## src/rtl/sensor_frame_deframer_unit_macros.svh

```systemverilog
// Assertion macros for the frame deframer RTL.
`ifndef SENSOR_FRAME_DEFRAMER_UNIT_MACROS_SVH
`define SENSOR_FRAME_DEFRAMER_UNIT_MACROS_SVH

// Same-cycle implication, disabled while reset is asserted.
`define SFD_ASSERT_IMP(lbl, clk, rst_n, ante, cons, msg) \
  lbl: assert property (@(posedge clk) disable iff (!rst_n) (ante) |-> (cons)) \
    else $error(msg);

// Next-cycle implication, disabled while reset is asserted.
`define SFD_ASSERT_NXT(lbl, clk, rst_n, ante, cons, msg) \
  lbl: assert property (@(posedge clk) disable iff (!rst_n) (ante) |=> (cons)) \
    else $error(msg);

`endif

```

## src/rtl/sfd_pkg.sv

```systemverilog
// Types, constants and register codes of the frame deframer.
package sfd_pkg;

  // Default payload store depth in bytes.
  localparam int unsigned PayloadDepthDef = 64;

  // Width of a frame length byte.
  localparam int unsigned FrameLenW = 8;

  // Reset values of the configuration registers.
  localparam logic [7:0] HeadByteRst    = 8'd239;
  localparam logic [6:0] MaxPayloadRst  = 7'd64;
  localparam logic [7:0] WantedMsgIdRst = 8'd81;
  localparam logic [6:0] WantedLenRst   = 7'd20;

  // Register word indexes on the configuration port.
  typedef enum logic [1:0] {
    REG_HEAD_BYTE     = 2'd0,
    REG_MAX_PAYLOAD   = 2'd1,
    REG_WANTED_MSG_ID = 2'd2,
    REG_WANTED_LEN    = 2'd3
  } reg_idx_e;

  // Parser phases.
  typedef enum logic [2:0] {
    PH_HUNT    = 3'd0,
    PH_DEV     = 3'd1,
    PH_SYS     = 3'd2,
    PH_MSG     = 3'd3,
    PH_SEQ     = 3'd4,
    PH_LEN     = 3'd5,
    PH_PAYLOAD = 3'd6,
    PH_CHECK   = 3'd7
  } phase_e;

  // Configuration register contents.
  typedef struct packed {
    logic [7:0] head_byte;
    logic [6:0] max_payload;
    logic [7:0] wanted_msg_id;
    logic [6:0] wanted_len;
  } cfg_t;

  // One validated frame waiting for delivery.
  typedef struct packed {
    logic                 bank;
    logic [FrameLenW-1:0] len;
    logic [7:0]           seq;
    logic [7:0]           dev;
    logic [7:0]           sys;
  } desc_t;

  // One result item.
  typedef struct packed {
    logic [7:0] payload_byte;
    logic [5:0] byte_index;
    logic [7:0] frame_seq;
    logic [7:0] device_id;
    logic [7:0] system_id;
    logic       last;
  } out_item_t;

endpackage

```

## src/rtl/sfd_store.sv

```systemverilog
// Two-bank payload store: one write port, one registered read port.
module sfd_store #(
  parameter int unsigned  PayloadDepth = sfd_pkg::PayloadDepthDef,
  localparam int unsigned AddrW        = (PayloadDepth > 1) ? $clog2(PayloadDepth) : 1
) (
  input  logic                 clk_i,
  input  logic                 wr_en_i,
  input  logic [AddrW:0]       wr_addr_i,
  input  logic [7:0]           wr_data_i,
  input  logic                 rd_en_i,
  input  logic [AddrW:0]       rd_addr_i,
  output logic [7:0]           rd_data_o
);

  localparam int unsigned Entries = 2 * (2 ** AddrW);

  logic [7:0] mem_q [Entries];

  // Write port.
  always_ff @(posedge clk_i) begin
    if (wr_en_i) begin
      mem_q[wr_addr_i] <= wr_data_i;
    end
  end

  // Read port with registered data.
  always_ff @(posedge clk_i) begin
    if (rd_en_i) begin
      rd_data_o <= mem_q[rd_addr_i];
    end
  end

endmodule

```

## src/rtl/sfd_front.sv

```systemverilog
// Front end: parses the byte stream, stores payload and qualifies frames.
module sfd_front #(
  parameter int unsigned  PayloadDepth = sfd_pkg::PayloadDepthDef,
  localparam int unsigned AddrW        = (PayloadDepth > 1) ? $clog2(PayloadDepth) : 1
) (
  input  logic                clk_i,
  input  logic                rst_ni,
  input  sfd_pkg::cfg_t       cfg_i,
  input  logic                valid_i,
  input  logic [7:0]          byte_i,
  output logic                wr_en_o,
  output logic [AddrW:0]      wr_addr_o,
  output logic [7:0]          wr_data_o,
  output logic                push_o,
  output sfd_pkg::desc_t      desc_o
);

  localparam int unsigned CntW  = $clog2(PayloadDepth + 1);
  localparam logic [8:0]  DepthC = 9'(PayloadDepth);

  sfd_pkg::phase_e phase_q, phase_d;
  logic [CntW-1:0] count_q;
  logic [CntW-1:0] count_inc;
  logic [7:0]      len_q;
  logic [7:0]      sum_q;
  logic [7:0]      dev_q, sys_q, msg_q, seq_q;
  logic            bank_q;
  logic            len_over;
  logic            payload_done;
  logic            frame_ok;

  // Length checks against the configured bound and the store depth.
  assign len_over = (byte_i > {1'b0, cfg_i.max_payload}) || ({1'b0, byte_i} > DepthC);
  assign count_inc    = count_q + 1'b1;
  assign payload_done = (8'(count_inc) >= len_q);
  assign frame_ok = (byte_i == sum_q) && (msg_q == cfg_i.wanted_msg_id)
                    && (len_q == {1'b0, cfg_i.wanted_len}) && (len_q != 8'd0);

  // Next phase.
  always_comb begin
    phase_d = phase_q;
    if (valid_i) begin
      case (phase_q)
        sfd_pkg::PH_HUNT: begin
          if (byte_i == cfg_i.head_byte) begin
            phase_d = sfd_pkg::PH_DEV;
          end
        end
        sfd_pkg::PH_DEV: phase_d = sfd_pkg::PH_SYS;
        sfd_pkg::PH_SYS: phase_d = sfd_pkg::PH_MSG;
        sfd_pkg::PH_MSG: phase_d = sfd_pkg::PH_SEQ;
        sfd_pkg::PH_SEQ: phase_d = sfd_pkg::PH_LEN;
        sfd_pkg::PH_LEN: begin
          if (byte_i == 8'd0) begin
            phase_d = sfd_pkg::PH_CHECK;
          end else if (len_over) begin
            phase_d = sfd_pkg::PH_HUNT;
          end else begin
            phase_d = sfd_pkg::PH_PAYLOAD;
          end
        end
        sfd_pkg::PH_PAYLOAD: begin
          if (payload_done) begin
            phase_d = sfd_pkg::PH_CHECK;
          end
        end
        sfd_pkg::PH_CHECK: phase_d = sfd_pkg::PH_HUNT;
        default: phase_d = sfd_pkg::PH_HUNT;
      endcase
    end
  end

  // Phase-driven outputs: store writes and frame hand-off.
  always_comb begin
    wr_en_o   = 1'b0;
    push_o    = 1'b0;
    case (phase_q)
      sfd_pkg::PH_PAYLOAD: wr_en_o = valid_i;
      sfd_pkg::PH_CHECK:   push_o  = valid_i && frame_ok;
      default: begin
        wr_en_o = 1'b0;
        push_o  = 1'b0;
      end
    endcase
  end

  assign wr_addr_o = {bank_q, count_q[AddrW-1:0]};
  assign wr_data_o = byte_i;
  assign desc_o    = '{bank: bank_q, len: len_q, seq: seq_q, dev: dev_q, sys: sys_q};

  // Phase, counters, checksum and bank select.
  always_ff @(posedge clk_i or negedge rst_ni) begin
    if (!rst_ni) begin
      phase_q <= sfd_pkg::PH_HUNT;
      count_q <= '0;
      len_q   <= '0;
      sum_q   <= '0;
      bank_q  <= 1'b0;
    end else begin
      phase_q <= phase_d;
      if (valid_i) begin
        if (phase_q == sfd_pkg::PH_HUNT) begin
          sum_q <= byte_i;
        end else begin
          sum_q <= sum_q + byte_i;
        end
        if (phase_q == sfd_pkg::PH_LEN) begin
          len_q   <= byte_i;
          count_q <= '0;
        end else if (phase_q == sfd_pkg::PH_PAYLOAD) begin
          count_q <= payload_done ? '0 : count_inc;
        end
      end
      if (push_o) begin
        bank_q <= ~bank_q;
      end
    end
  end

  // Header bytes.
  always_ff @(posedge clk_i) begin
    if (valid_i) begin
      case (phase_q)
        sfd_pkg::PH_DEV: dev_q <= byte_i;
        sfd_pkg::PH_SYS: sys_q <= byte_i;
        sfd_pkg::PH_MSG: msg_q <= byte_i;
        sfd_pkg::PH_SEQ: seq_q <= byte_i;
        default: ;
      endcase
    end
  end

endmodule

```

## src/rtl/sfd_queue.sv

```systemverilog
// Two-entry queue of validated frame descriptors between front and back.
module sfd_queue (
  input  logic           clk_i,
  input  logic           rst_ni,
  input  logic           push_i,
  input  sfd_pkg::desc_t desc_i,
  input  logic           pop_i,
  output sfd_pkg::desc_t desc_o,
  output logic           valid_o,
  output logic           full_o
);

  sfd_pkg::desc_t slot_q [2];
  logic           wr_ptr_q, rd_ptr_q;
  logic [1:0]     cnt_q;

  assign desc_o  = slot_q[rd_ptr_q];
  assign valid_o = (cnt_q != 2'd0);
  assign full_o  = (cnt_q == 2'd2);

  // Descriptor storage.
  always_ff @(posedge clk_i) begin
    if (push_i) begin
      slot_q[wr_ptr_q] <= desc_i;
    end
  end

  // Pointers and fill level.
  always_ff @(posedge clk_i or negedge rst_ni) begin
    if (!rst_ni) begin
      wr_ptr_q <= 1'b0;
      rd_ptr_q <= 1'b0;
      cnt_q    <= 2'd0;
    end else begin
      if (push_i) begin
        wr_ptr_q <= ~wr_ptr_q;
      end
      if (pop_i) begin
        rd_ptr_q <= ~rd_ptr_q;
      end
      case ({push_i, pop_i})
        2'b10:   cnt_q <= cnt_q + 2'd1;
        2'b01:   cnt_q <= cnt_q - 2'd1;
        default: cnt_q <= cnt_q;
      endcase
    end
  end

endmodule

```

## src/rtl/sfd_back.sv

```systemverilog
// Back end: reads a delivered frame from the store and queues result items.
module sfd_back #(
  parameter int unsigned  PayloadDepth = sfd_pkg::PayloadDepthDef,
  localparam int unsigned AddrW        = (PayloadDepth > 1) ? $clog2(PayloadDepth) : 1
) (
  input  logic                 clk_i,
  input  logic                 rst_ni,
  input  logic                 desc_valid_i,
  input  sfd_pkg::desc_t       desc_i,
  output logic                 desc_pop_o,
  output logic                 rd_en_o,
  output logic [AddrW:0]       rd_addr_o,
  input  logic [7:0]           rd_data_i,
  input  logic                 pop_i,
  output logic                 empty_o,
  output sfd_pkg::out_item_t   item_o
);

  localparam int unsigned CntW  = $clog2(PayloadDepth + 1);

  logic [CntW-1:0]    idx_q;
  logic [CntW-1:0]    idx_inc;
  logic               is_last;
  logic               issue;
  logic               pop_fire;
  logic [1:0]         occ;
  logic               inflight_q;
  sfd_pkg::out_item_t meta_q;
  sfd_pkg::out_item_t slot_q [2];
  logic               wr_ptr_q, rd_ptr_q;
  logic [1:0]         cnt_q;

  // Issue a store read when the output queue has room for its data.
  assign pop_fire = pop_i && (cnt_q != 2'd0);
  assign occ      = cnt_q + {1'b0, inflight_q};
  assign issue    = desc_valid_i && ((occ < 2'd2) || pop_fire);
  assign idx_inc  = idx_q + 1'b1;
  assign is_last  = (8'(idx_inc) == desc_i.len);

  assign desc_pop_o = issue && is_last;
  assign rd_en_o    = issue;
  assign rd_addr_o  = {desc_i.bank, idx_q[AddrW-1:0]};

  assign empty_o = (cnt_q == 2'd0);
  assign item_o  = slot_q[rd_ptr_q];

  // Byte counter and read-in-flight flag.
  always_ff @(posedge clk_i or negedge rst_ni) begin
    if (!rst_ni) begin
      idx_q      <= '0;
      inflight_q <= 1'b0;
    end else begin
      inflight_q <= issue;
      if (issue) begin
        idx_q <= is_last ? '0 : idx_inc;
      end
    end
  end

  // Frame fields that travel alongside the store read.
  always_ff @(posedge clk_i) begin
    if (issue) begin
      meta_q <= '{payload_byte: 8'd0, byte_index: 6'(idx_q), frame_seq: desc_i.seq,
                  device_id: desc_i.dev, system_id: desc_i.sys, last: is_last};
    end
  end

  // Output queue storage; read data joins its fields on arrival.
  always_ff @(posedge clk_i) begin
    if (inflight_q) begin
      slot_q[wr_ptr_q] <= '{payload_byte: rd_data_i, byte_index: meta_q.byte_index,
                            frame_seq: meta_q.frame_seq, device_id: meta_q.device_id,
                            system_id: meta_q.system_id, last: meta_q.last};
    end
  end

  // Output queue pointers and fill level.
  always_ff @(posedge clk_i or negedge rst_ni) begin
    if (!rst_ni) begin
      wr_ptr_q <= 1'b0;
      rd_ptr_q <= 1'b0;
      cnt_q    <= 2'd0;
    end else begin
      if (inflight_q) begin
        wr_ptr_q <= ~wr_ptr_q;
      end
      if (pop_fire) begin
        rd_ptr_q <= ~rd_ptr_q;
      end
      case ({inflight_q, pop_fire})
        2'b10:   cnt_q <= cnt_q + 2'd1;
        2'b01:   cnt_q <= cnt_q - 2'd1;
        default: cnt_q <= cnt_q;
      endcase
    end
  end

endmodule

```

## src/rtl/sensor_frame_deframer_unit.sv

```systemverilog
// Top level of the frame deframer: configuration registers and block wiring.
//
//   Channel   Direction  Handshake           Transfer when
//   input     in         push / full         push high and full low
//   result    out        pop / empty         pop high and empty low
//   config    in/out     psel/penable/pwrite psel, penable, pwrite and pready high
//
// The parser takes one received byte per cycle; input stalls (full high) only while
// two delivered frames wait in the descriptor queue, since each owns one store bank.
// A delivered frame's bytes go from the store to the result queue once it is queued,
// up to one per cycle while the queue has room, limited by the single read port.
// Reset is asynchronous and needs no clearing pass; the payload store is unreset.
// Result stalls backpressure only the back end until the descriptor queue fills.
module sensor_frame_deframer_unit #(
  parameter int unsigned PayloadDepth = sfd_pkg::PayloadDepthDef
) (
  input  logic        clk_i,
  input  logic        rst_ni,
  input  logic        push,
  output logic        full,
  input  logic [7:0]  rx_byte_i,
  input  logic        pop,
  output logic        empty,
  output logic [7:0]  payload_byte_o,
  output logic [5:0]  byte_index_o,
  output logic [7:0]  frame_seq_o,
  output logic [7:0]  device_id_o,
  output logic [7:0]  system_id_o,
  output logic        last_o,
  input  logic        psel,
  input  logic        penable,
  input  logic        pwrite,
  input  logic [3:0]  paddr,
  input  logic [31:0] pwdata,
  output logic [31:0] prdata,
  output logic        pready
);

  `include "sensor_frame_deframer_unit_macros.svh"

  localparam int unsigned AddrW = (PayloadDepth > 1) ? $clog2(PayloadDepth) : 1;

  sfd_pkg::cfg_t      cfg_q;
  sfd_pkg::reg_idx_e  reg_idx;
  logic               cfg_wr;
  logic               in_fire;
  logic               st_we;
  logic [AddrW:0]     st_waddr;
  logic [7:0]         st_wdata;
  logic               st_re;
  logic [AddrW:0]     st_raddr;
  logic [7:0]         st_rdata;
  logic               q_push, q_pop, q_valid, q_full;
  sfd_pkg::desc_t     q_din, q_head;
  sfd_pkg::out_item_t item;

  // Configuration port: writes complete in the access phase, reads are immediate.
  assign pready  = 1'b1;
  assign reg_idx = sfd_pkg::reg_idx_e'(paddr[3:2]);
  assign cfg_wr  = psel && penable && pwrite && pready;

  always_ff @(posedge clk_i or negedge rst_ni) begin
    if (!rst_ni) begin
      cfg_q.head_byte     <= sfd_pkg::HeadByteRst;
      cfg_q.max_payload   <= sfd_pkg::MaxPayloadRst;
      cfg_q.wanted_msg_id <= sfd_pkg::WantedMsgIdRst;
      cfg_q.wanted_len    <= sfd_pkg::WantedLenRst;
    end else if (cfg_wr) begin
      case (reg_idx)
        sfd_pkg::REG_HEAD_BYTE:     cfg_q.head_byte     <= pwdata[7:0];
        sfd_pkg::REG_MAX_PAYLOAD:   cfg_q.max_payload   <= pwdata[6:0];
        sfd_pkg::REG_WANTED_MSG_ID: cfg_q.wanted_msg_id <= pwdata[7:0];
        sfd_pkg::REG_WANTED_LEN:    cfg_q.wanted_len    <= pwdata[6:0];
        default: ;
      endcase
    end
  end

  // Register read-back.
  always_comb begin
    case (reg_idx)
      sfd_pkg::REG_HEAD_BYTE:     prdata = 32'(cfg_q.head_byte);
      sfd_pkg::REG_MAX_PAYLOAD:   prdata = 32'(cfg_q.max_payload);
      sfd_pkg::REG_WANTED_MSG_ID: prdata = 32'(cfg_q.wanted_msg_id);
      sfd_pkg::REG_WANTED_LEN:    prdata = 32'(cfg_q.wanted_len);
      default:                    prdata = 32'd0;
    endcase
  end

  // Input transfer.
  assign full    = q_full;
  assign in_fire = push && !full;

  sfd_front #(.PayloadDepth(PayloadDepth)) u_front (
    .clk_i     (clk_i),
    .rst_ni    (rst_ni),
    .cfg_i     (cfg_q),
    .valid_i   (in_fire),
    .byte_i    (rx_byte_i),
    .wr_en_o   (st_we),
    .wr_addr_o (st_waddr),
    .wr_data_o (st_wdata),
    .push_o    (q_push),
    .desc_o    (q_din)
  );

  sfd_store #(.PayloadDepth(PayloadDepth)) u_store (
    .clk_i     (clk_i),
    .wr_en_i   (st_we),
    .wr_addr_i (st_waddr),
    .wr_data_i (st_wdata),
    .rd_en_i   (st_re),
    .rd_addr_i (st_raddr),
    .rd_data_o (st_rdata)
  );

  sfd_queue u_queue (
    .clk_i   (clk_i),
    .rst_ni  (rst_ni),
    .push_i  (q_push),
    .desc_i  (q_din),
    .pop_i   (q_pop),
    .desc_o  (q_head),
    .valid_o (q_valid),
    .full_o  (q_full)
  );

  sfd_back #(.PayloadDepth(PayloadDepth)) u_back (
    .clk_i        (clk_i),
    .rst_ni       (rst_ni),
    .desc_valid_i (q_valid),
    .desc_i       (q_head),
    .desc_pop_o   (q_pop),
    .rd_en_o      (st_re),
    .rd_addr_o    (st_raddr),
    .rd_data_i    (st_rdata),
    .pop_i        (pop),
    .empty_o      (empty),
    .item_o       (item)
  );

  // Result fields.
  assign payload_byte_o = item.payload_byte;
  assign byte_index_o   = item.byte_index;
  assign frame_seq_o    = item.frame_seq;
  assign device_id_o    = item.device_id;
  assign system_id_o    = item.system_id;
  assign last_o         = item.last;

  // A frame is handed over only when the descriptor queue has room.
  `SFD_ASSERT_IMP(a_push_has_room, clk_i, rst_ni, q_push, !q_full, "descriptor queue overflow")

  // Payload writes never land in the bank that the back end is reading.
  `SFD_ASSERT_IMP(a_bank_apart, clk_i, rst_ni, st_we && q_valid,
                  st_waddr[AddrW] != q_head.bank, "payload write hits the bank being read")

  // A handed-over frame is visible to the back end in the next cycle.
  `SFD_ASSERT_NXT(a_push_lands, clk_i, rst_ni, q_push, q_valid, "handed-over frame lost")

endmodule

```

## config.mk

```make
export PLATFORM = sky130hd
export DESIGN_NAME = sensor_frame_deframer_unit
export DESIGN_NICKNAME = d
export VERILOG_FILES = /design/src/rtl/sfd_pkg.sv /design/src/rtl/sfd_store.sv /design/src/rtl/sfd_front.sv /design/src/rtl/sfd_queue.sv /design/src/rtl/sfd_back.sv /design/src/rtl/sensor_frame_deframer_unit.sv
export VERILOG_INCLUDE_DIRS = /design/src /design/src/rtl
export SDC_FILE = /design/constraint.sdc
export NUM_CORES = 1
export LEC_CHECK = 0
export BUFFER_PORTS_ARGS = -buffer_cell sky130_fd_sc_hd__buf_2
export CORE_MARGIN = 2
export CORE_UTILIZATION = 55
export CTS_CLUSTER_SIZE = 12
export DETAILED_ROUTE_END_ITERATION = 8
export PLACE_DENSITY = 0.71
export SLEW_MARGIN = 20
export SYNTH_ARGS = -nofsm -noshare
export SYNTH_HDL_FRONTEND = slang
export SYNTH_SLANG_ARGS = --single-unit
```

## constraint.sdc

```tcl
create_clock -name clk_i -period 5.25 [get_ports clk_i]
set_clock_uncertainty 0.15 [all_clocks]
set_input_delay 0.2625 -clock clk_i [delete_from_list [all_inputs] [get_ports clk_i]]
set_output_delay 0.2625 -clock clk_i [all_outputs]
set_load 0.05 [all_outputs]
```

==> impl_metrics.tcl, run 1 <==
set metrics [dict create \
    status "finished clean" \
    wl_mm 112 \
    htree_levels 4 \
    die_area_um2 96800 \
    synthAdderAreaFrac 0.00641 \
    path_max_fanout 58 \
    grtUsageMet1 0.322 \
    io_buffer_count 73 \
    p_comb_frac 0.080 \
    cp-start-kind "flop" \
    fin_ws_ps 1240 \
    coreArea_um2 93500 \
    async_reset_ff_frac 0.0556 \
    postLayoutCoreUtil 0.618 \
    post_drt_wl_per_cell_um 26.8 \
    areaGrowthSynthToFinish_pct 11.3 \
    crit_type "flop to flop" \
    hold_depth 4 \
    gp_congestion 0.887 \
    drv_cap 0 \
    max_freq_mhz 250 \
    first_pass_iters 6 \
    grt_pass1_vias 26300 \
    power_density_nw_per_um2 388 \
    post_synth_instance_area_um2 51900 \
    p_switching_mw 5.19 \
    muxShareOfSynthArea 0.148 \
    die_h_um 311 \
    clkPwrFrac 0.386 \
    synth-simple-area-share 0.0305 \
    period_share 0.763 \
    numCtsBuffers 134 \
    grt_antenna_before_repair 3 \
    synth_edf_count 1239 \
    post-place-ws_ps 1340 \
    grt_first_pass_wirelength_mm 166 \
    min_path_type "input port to flop" \
    met3_usage 0.0459 \
    synth_top_family_by_area "multiplexers" \
    yosysSeqAreaShare 0.752 \
    synthCells 2719 \
    finalHoldViolCount 0 \
    avgViaCountPerCell 6.19 \
    slew_headroom 0.263 \
    synth_xor_area_frac 0.00926 \
    synth.area.top_cells "edfxtp_1 72%, mux4_2 8.6%, mux2i_1 3.9%" \
    grt_busiest_layer "met2" \
    place.detailed.hpwl_mm 66.8 \
    arrival_ps 4310 \
    final_area_um2 57700 \
    num_vias 25900 \
    path_clk_slew_ps 60 \
    peakVddDrop_v 0.000340 \
    cts_resized 0 \
    power.share.sequential 0.533 \
    cts_tree "yes" \
    clock_sinks 1312 \
    cp-end-kind "flop" \
    finalSetupViolCount 0 \
    ant_nets 0 \
    slew_violations 0 \
    rsz0062_at_grt "no" \
    reg2reg_depth 7 \
    postCtsSetupBuffers 0 \
    post_dp_cell_area_um2 53600 \
    finalPower_mw 22.4 \
    dp.cells 3948 \
    synth_compound_area_frac 0.0357 \
    nets 2930 \
    drcViolationCount 0 \
    rows 112 \
    synth_cell_types 55 \
    yosys.area.top_type "edfxtp_1" \
    worstReg2RegStart "u_back.idx_q[2]" \
    synth_seq_cells 1312 \
    p_leak_nw 17.8 \
    instances_no_fill 4179 \
    cts_hold_buf 21 \
    yosysTopAreaCellShare 0.717 \
    boundaryPins 125 \
    netSwitchingFraction 0.232 \
    synth_warnings 0 \
    critical_path.startpoint "u_back.idx_q[2]" \
    grt_max_degree 98 \
    drt_iter0_drc 3034 \
    critPathSlowestCell "dfrtp_4" \
    diodes 0 \
    critPathRequiredTime_ps 5560 \
    cpPeakStageDelay_ps 1000 \
    clkLatencyLatePin_ps 740 \
    cts.path.max_buffers 3 \
    min_period_ps 4010 \
    avgSynthCellArea_um2 19.1 \
    holdWs_ps 51.9 \
    p_int_mw 17.2 \
    synth_flop_cell "edfxtp_1" \
    die_w_um 311 \
    worst_pin_slew_ps 1100 \
    crit_top_cell "a211oi_1" \
    grt-ovfl-total 0 \
    cts-root-buf "clkbuf_16" \
    grt_usage 0.231 \
    setup_tns_ps 0 \
    grtUsageMet2 0.371 \
    drive_above_1_share 0.211 \
    worstPathCellList "buf_4 -> mux4_2 -> nor2b_1 -> a211oi_1 -> a211oi_1 -> o221ai_1 -> o31ai_1" \
    min_from "pwrite" \
    start_util 0.555 \
]
## kinds of logic after synthesis
kind of cell | after synthesis
flip-flops | 1312
multiplexers | 506
AND/OR/NAND/NOR | 347
AO/OA/AOI/OAI | 273
buffers and inverters | 199
XOR/XNOR | 54
adder cells (fa/ha/maj) | 26
other | 2
## registers in the layout, summed over array words and instances (netlist names), 8 cells and up
register           flops
u_front.len_q          8
u_front.msg_q          8
u_store.mem_q       1024
u_front.sys_q          8
u_queue.slot_q        66
u_front.seq_q          8
u_store.rd_data_o      8
u_back.slot_q         78
u_front.sum_q          8
u_back.meta_q         31
cfg_q                 30
u_front.dev_q          8
## path summary, 6_finish.rpt
kind / endpoint / slack (ps)
max: u_store.rd_data_o[1] / 1240
min: cfg_q[1] / 50
max reg2reg: u_store.rd_data_o[1] / 1240
min reg2reg: u_back.slot_q[1][16] / 290
max in group asynchronous: u_back.idx_q[2] / 4150
min in group asynchronous: cfg_q[8] / 80
## power groups by stage
stage          clock, mW  combinational [mW]  sequential (mW)
6_report            8.65                1.80             11.9
2_1_floorplan          0                1.30             12.0
3_3_place_gp           0                1.71             12.1
5_1_grt             9.15                1.94             12.0
3_5_place_dp           0                1.78             12.1
4_1_cts             8.76                1.80             11.9
## critical path, delay by kind of cell (launching register included)
| kind | cells | cell delay [ps] |
|---|---|---|
| muxes | 1 | 420 |
| buffers and inverters | 1 | 670 |
| AOI/OAI and AO/OA | 4 | 1230 |
| DFF | 1 | 1000 |
| and+or+nand+nor | 1 | 150 |
## synthesized netlist by cell type (all sizes together) (2+ instances only)
master / n
o21a: 3
xnor2: 41
nand3: 16
ha: 25
o211a: 2
xor2: 13
a31oi: 2
a211oi: 81
mux2: 104
or3: 2
nand4: 9
o22ai: 68
and2: 5
a22oi: 3
nor2: 162
a21o: 8
mux2i: 203
edfxtp: 1239
o211ai: 7
or4: 4
nor2b: 39
nand2: 52
dfstp: 13
and3: 5
conb: 2
buf: 87
nor3: 36
a21oi: 36
o31ai: 17
inv: 32
dfrtp: 60
nor4: 5
mux4: 199
nand2b: 9
o21ai: 27
or2: 2
clkbuf: 80
o221ai: 10
## cells in the final DEF (no fill, tap or decap), types with 33 or more instances in the layout
master and count:
mux4_2 199, nand2_1 45, a21oi_1 36, clkbuf_16 140, mux2i_1 203, clkbuf_1 43, edfxtp_1 1239, dfrtp_1 56
buf_2 64, a211oi_1 81, nor2b_1 39, buf_4 52, o22ai_1 68, nor2_1 159, mux2_2 104, nor3_1 33
xnor2_1 41
## layer usage
layer  up-vias  share of wire
met5         -        0.00011
met4         2          0.030
met3       222          0.078
met2      1097           0.49
met1     13400           0.40
li1      11100              -
## cell type report
class,instances,area [µm²]
sequential,1312,39100
fill,6364,35700
multi-input combinational,1231,12100
clock buffer,184,3680
tap,1254,1570
timing repair buffer,142,1040
clock inverter,24,208
inverter,32,120
Note: power is estimated with default switching activity, not from simulation.
==> run 2, diff against run 1 <==
- clock period: 5.25 -> 3.7 ns (I/O delays scaled with it)
==> run 2 against run 1 <==
Sequential power up 42%. Critical endpoint is now u_queue.cnt_q[1]. Clock power is 45% higher. Worst setup slack got worse by 850 ps. Register-to-register slack worse by 850 ps. Non-clock buffer count increased by 129. Clock-buffer cell count fell by 9. Design area increased by 2.0%. Core utilization is 1.3 points higher. Critical path depth is 1 higher. Hold slack worse by 33 ps. First-iteration DRC count fell by 4.7%. Via count up 2.3%. Largest power group unchanged.
==> impl_metrics.tcl, run 2 (synthesized netlist as in run 1, its figures left out) <==
set metrics [dict create \
    coreArea_um2 93500 \
    boundaryPins 125 \
    setup_tns_ps 0 \
    die_h_um 311 \
    dp.cells 4078 \
    max_freq_mhz 303 \
    largest_reg_flops 1024 \
    post_drt_wl_per_cell_um 26.8 \
    final_cell_mix "1239 x edfxtp_1, 203 x mux2i_1, 199 x mux4_2, 171 x buf_4, 158 x nor2_1" \
    path_max_fanout 10 \
    finalHoldViolCount 0 \
    p_leak_nw 18.5 \
    wl_met3_mm 9.25 \
    htree_levels 4 \
    num_vias 26500 \
    worstPathCellList "mux2i_1 -> xor2_1 -> or4_4 -> a2111oi_4 -> and2_4 -> ha_1 -> nor2_1 -> xor2_1" \
    grt_first_pass_wirelength_mm 173 \
    postCtsSetupBuffers 0 \
    first_pass_iters 5 \
    wl_met1_mm 46.4 \
    grt_antenna_before_repair 4 \
    areaGrowthSynthToFinish_pct 13.5 \
    clock_sinks 1312 \
    fillCellCount 6280 \
    reg2reg_depth 8 \
    io_buffer_count 73 \
    cts.path.max_buffers 3 \
    drive_above_1_share 0.245 \
    instances_no_fill 4311 \
    worstReg2RegStart "u_queue.rd_ptr_q" \
    grt_pass1_vias 27000 \
    wl_mm 116 \
    nets 3061 \
    peakVddDrop_v 0.000458 \
    die_area_um2 96800 \
    power_density_nw_per_um2 545 \
    grt_max_degree 137 \
    slew_headroom 0.254 \
    numCtsBuffers 136 \
    rsz0062_at_grt "no" \
    critPathSlowestCell "dfrtp_1" \
    die_w_um 311 \
    start_util 0.555 \
    cpPeakStageDelay_ps 620 \
    reg2reg_to "u_queue.cnt_q[1]" \
    mostFrequentLayoutCell "edfxtp_1" \
    path_clk_slew_ps 60 \
    route.top_layer_used "met5" \
    cts_tree "yes" \
    status "finished clean" \
    cts-root-buf "clkbuf_16" \
    wl_met2_mm 56.6 \
    top_regs "u_store.mem_q (1024), u_back.slot_q (78), u_queue.slot_q (66)" \
    regToRegSetupSlack_ps 400 \
    worst_pin_slew_ps 1110 \
    drcViolationCount 0 \
    avgViaCountPerCell 6.14 \
    regMostFlops "u_store.mem_q" \
    cts_resized 0 \
    critPathRequiredTime_ps 4190 \
    gp_congestion 0.854 \
    cts_hold_buf 22 \
    drt_iter0_drc 2891 \
    min_path_type "input port to async pin" \
    slew_violations 0 \
    min_period_ps 3300 \
    clkLatencyLatePin_ps 730 \
    arrival_ps 3790 \
    period_share 0.892 \
    cp-start-kind "flop" \
    rows 112 \
    grt_usage 0.241 \
    drv_cap 0 \
    cp-end-kind "flop" \
    place.detailed.hpwl_mm 69.9 \
    ant_nets 0 \
    crit_top_cell "xor2_1" \
    crit_type "flop to flop" \
    grt-ovfl-total 0 \
    finalSetupViolCount 0 \
]
[run 2: report_power, final]
part / internal, mW / switching, mW
combinational: 0.911 / 1.73
sequential: 16.6 / 0.358
clock: 7.21 / 5.29
total: 24.7 / 7.38
[run 2: cell type report]
type / count / area (µm²) / share of cell area
Sequential cell: 1312 / 39100 / 0.663
Inverter: 32 / 120 / 0.00204
Multi-Input combinational cell: 1231 / 12000 / 0.204
Clock buffer: 175 / 3710 / 0.0629
Tap cell: 1254 / 1570 / 0.0266
Clock inverter: 35 / 307 / 0.00520
Timing Repair Buffer: 271 / 2100 / 0.0357
Antenna cell: 1 / 2.50 / 0.0000425
[run 2: worst max path at each step]
stage	to	slack (ps)	from	depth (start not counted)
2_1_floorplan	u_queue.slot_q[0][0]	90	u_front.sum_q[3]	5
3_3_place_gp	u_queue.slot_q[1][2]	460	rx_byte_i[2]	8
3_5_place_dp	u_store.rd_data_o[6]	440	u_back.idx_q[0]	8
4_1_cts	u_queue.cnt_q[1]	410	u_queue.rd_ptr_q	8
5_1_grt	u_queue.cnt_q[1]	240	u_back.idx_q[0]	8
6_report	u_queue.cnt_q[1]	400	u_queue.rd_ptr_q	8
[run 2: worst max-delay path: cells and delay by family (launching register included)]
kind | cells | cell delay (ps)
flops | 1 | 620
xor+xnor | 2 | 310
fa+ha+maj | 1 | 260
simple gates | 3 | 980
mux | 1 | 300
compound gates | 1 | 580
[run 2: metal layers]
layer / vias up / global-route usage
met1: 13700 / 0.332
met3: 205 / 0.0496
met2: 1142 / 0.387
li1: 11400 / -
met5: - / 0
met4: 4 / 0.0829
[run 2: per-stage QoR]
step / utilization / hold slack, ps / power (mW) / area [µm²] / setup slack, ps
floorplan: - / -261 / 18.9 / 52000 / 93.4
global placement: 0.585 / 226 / 19.7 / 54700 / 461
detailed placement: 0.585 / 257 / 19.8 / 54700 / 438
CTS: 0.630 / 13.8 / 32.3 / 58900 / 408
global route: 0.630 / 58.9 / 33.1 / 58900 / 236
finish: 0.630 / 18.4 / 32.1 / 58900 / 398
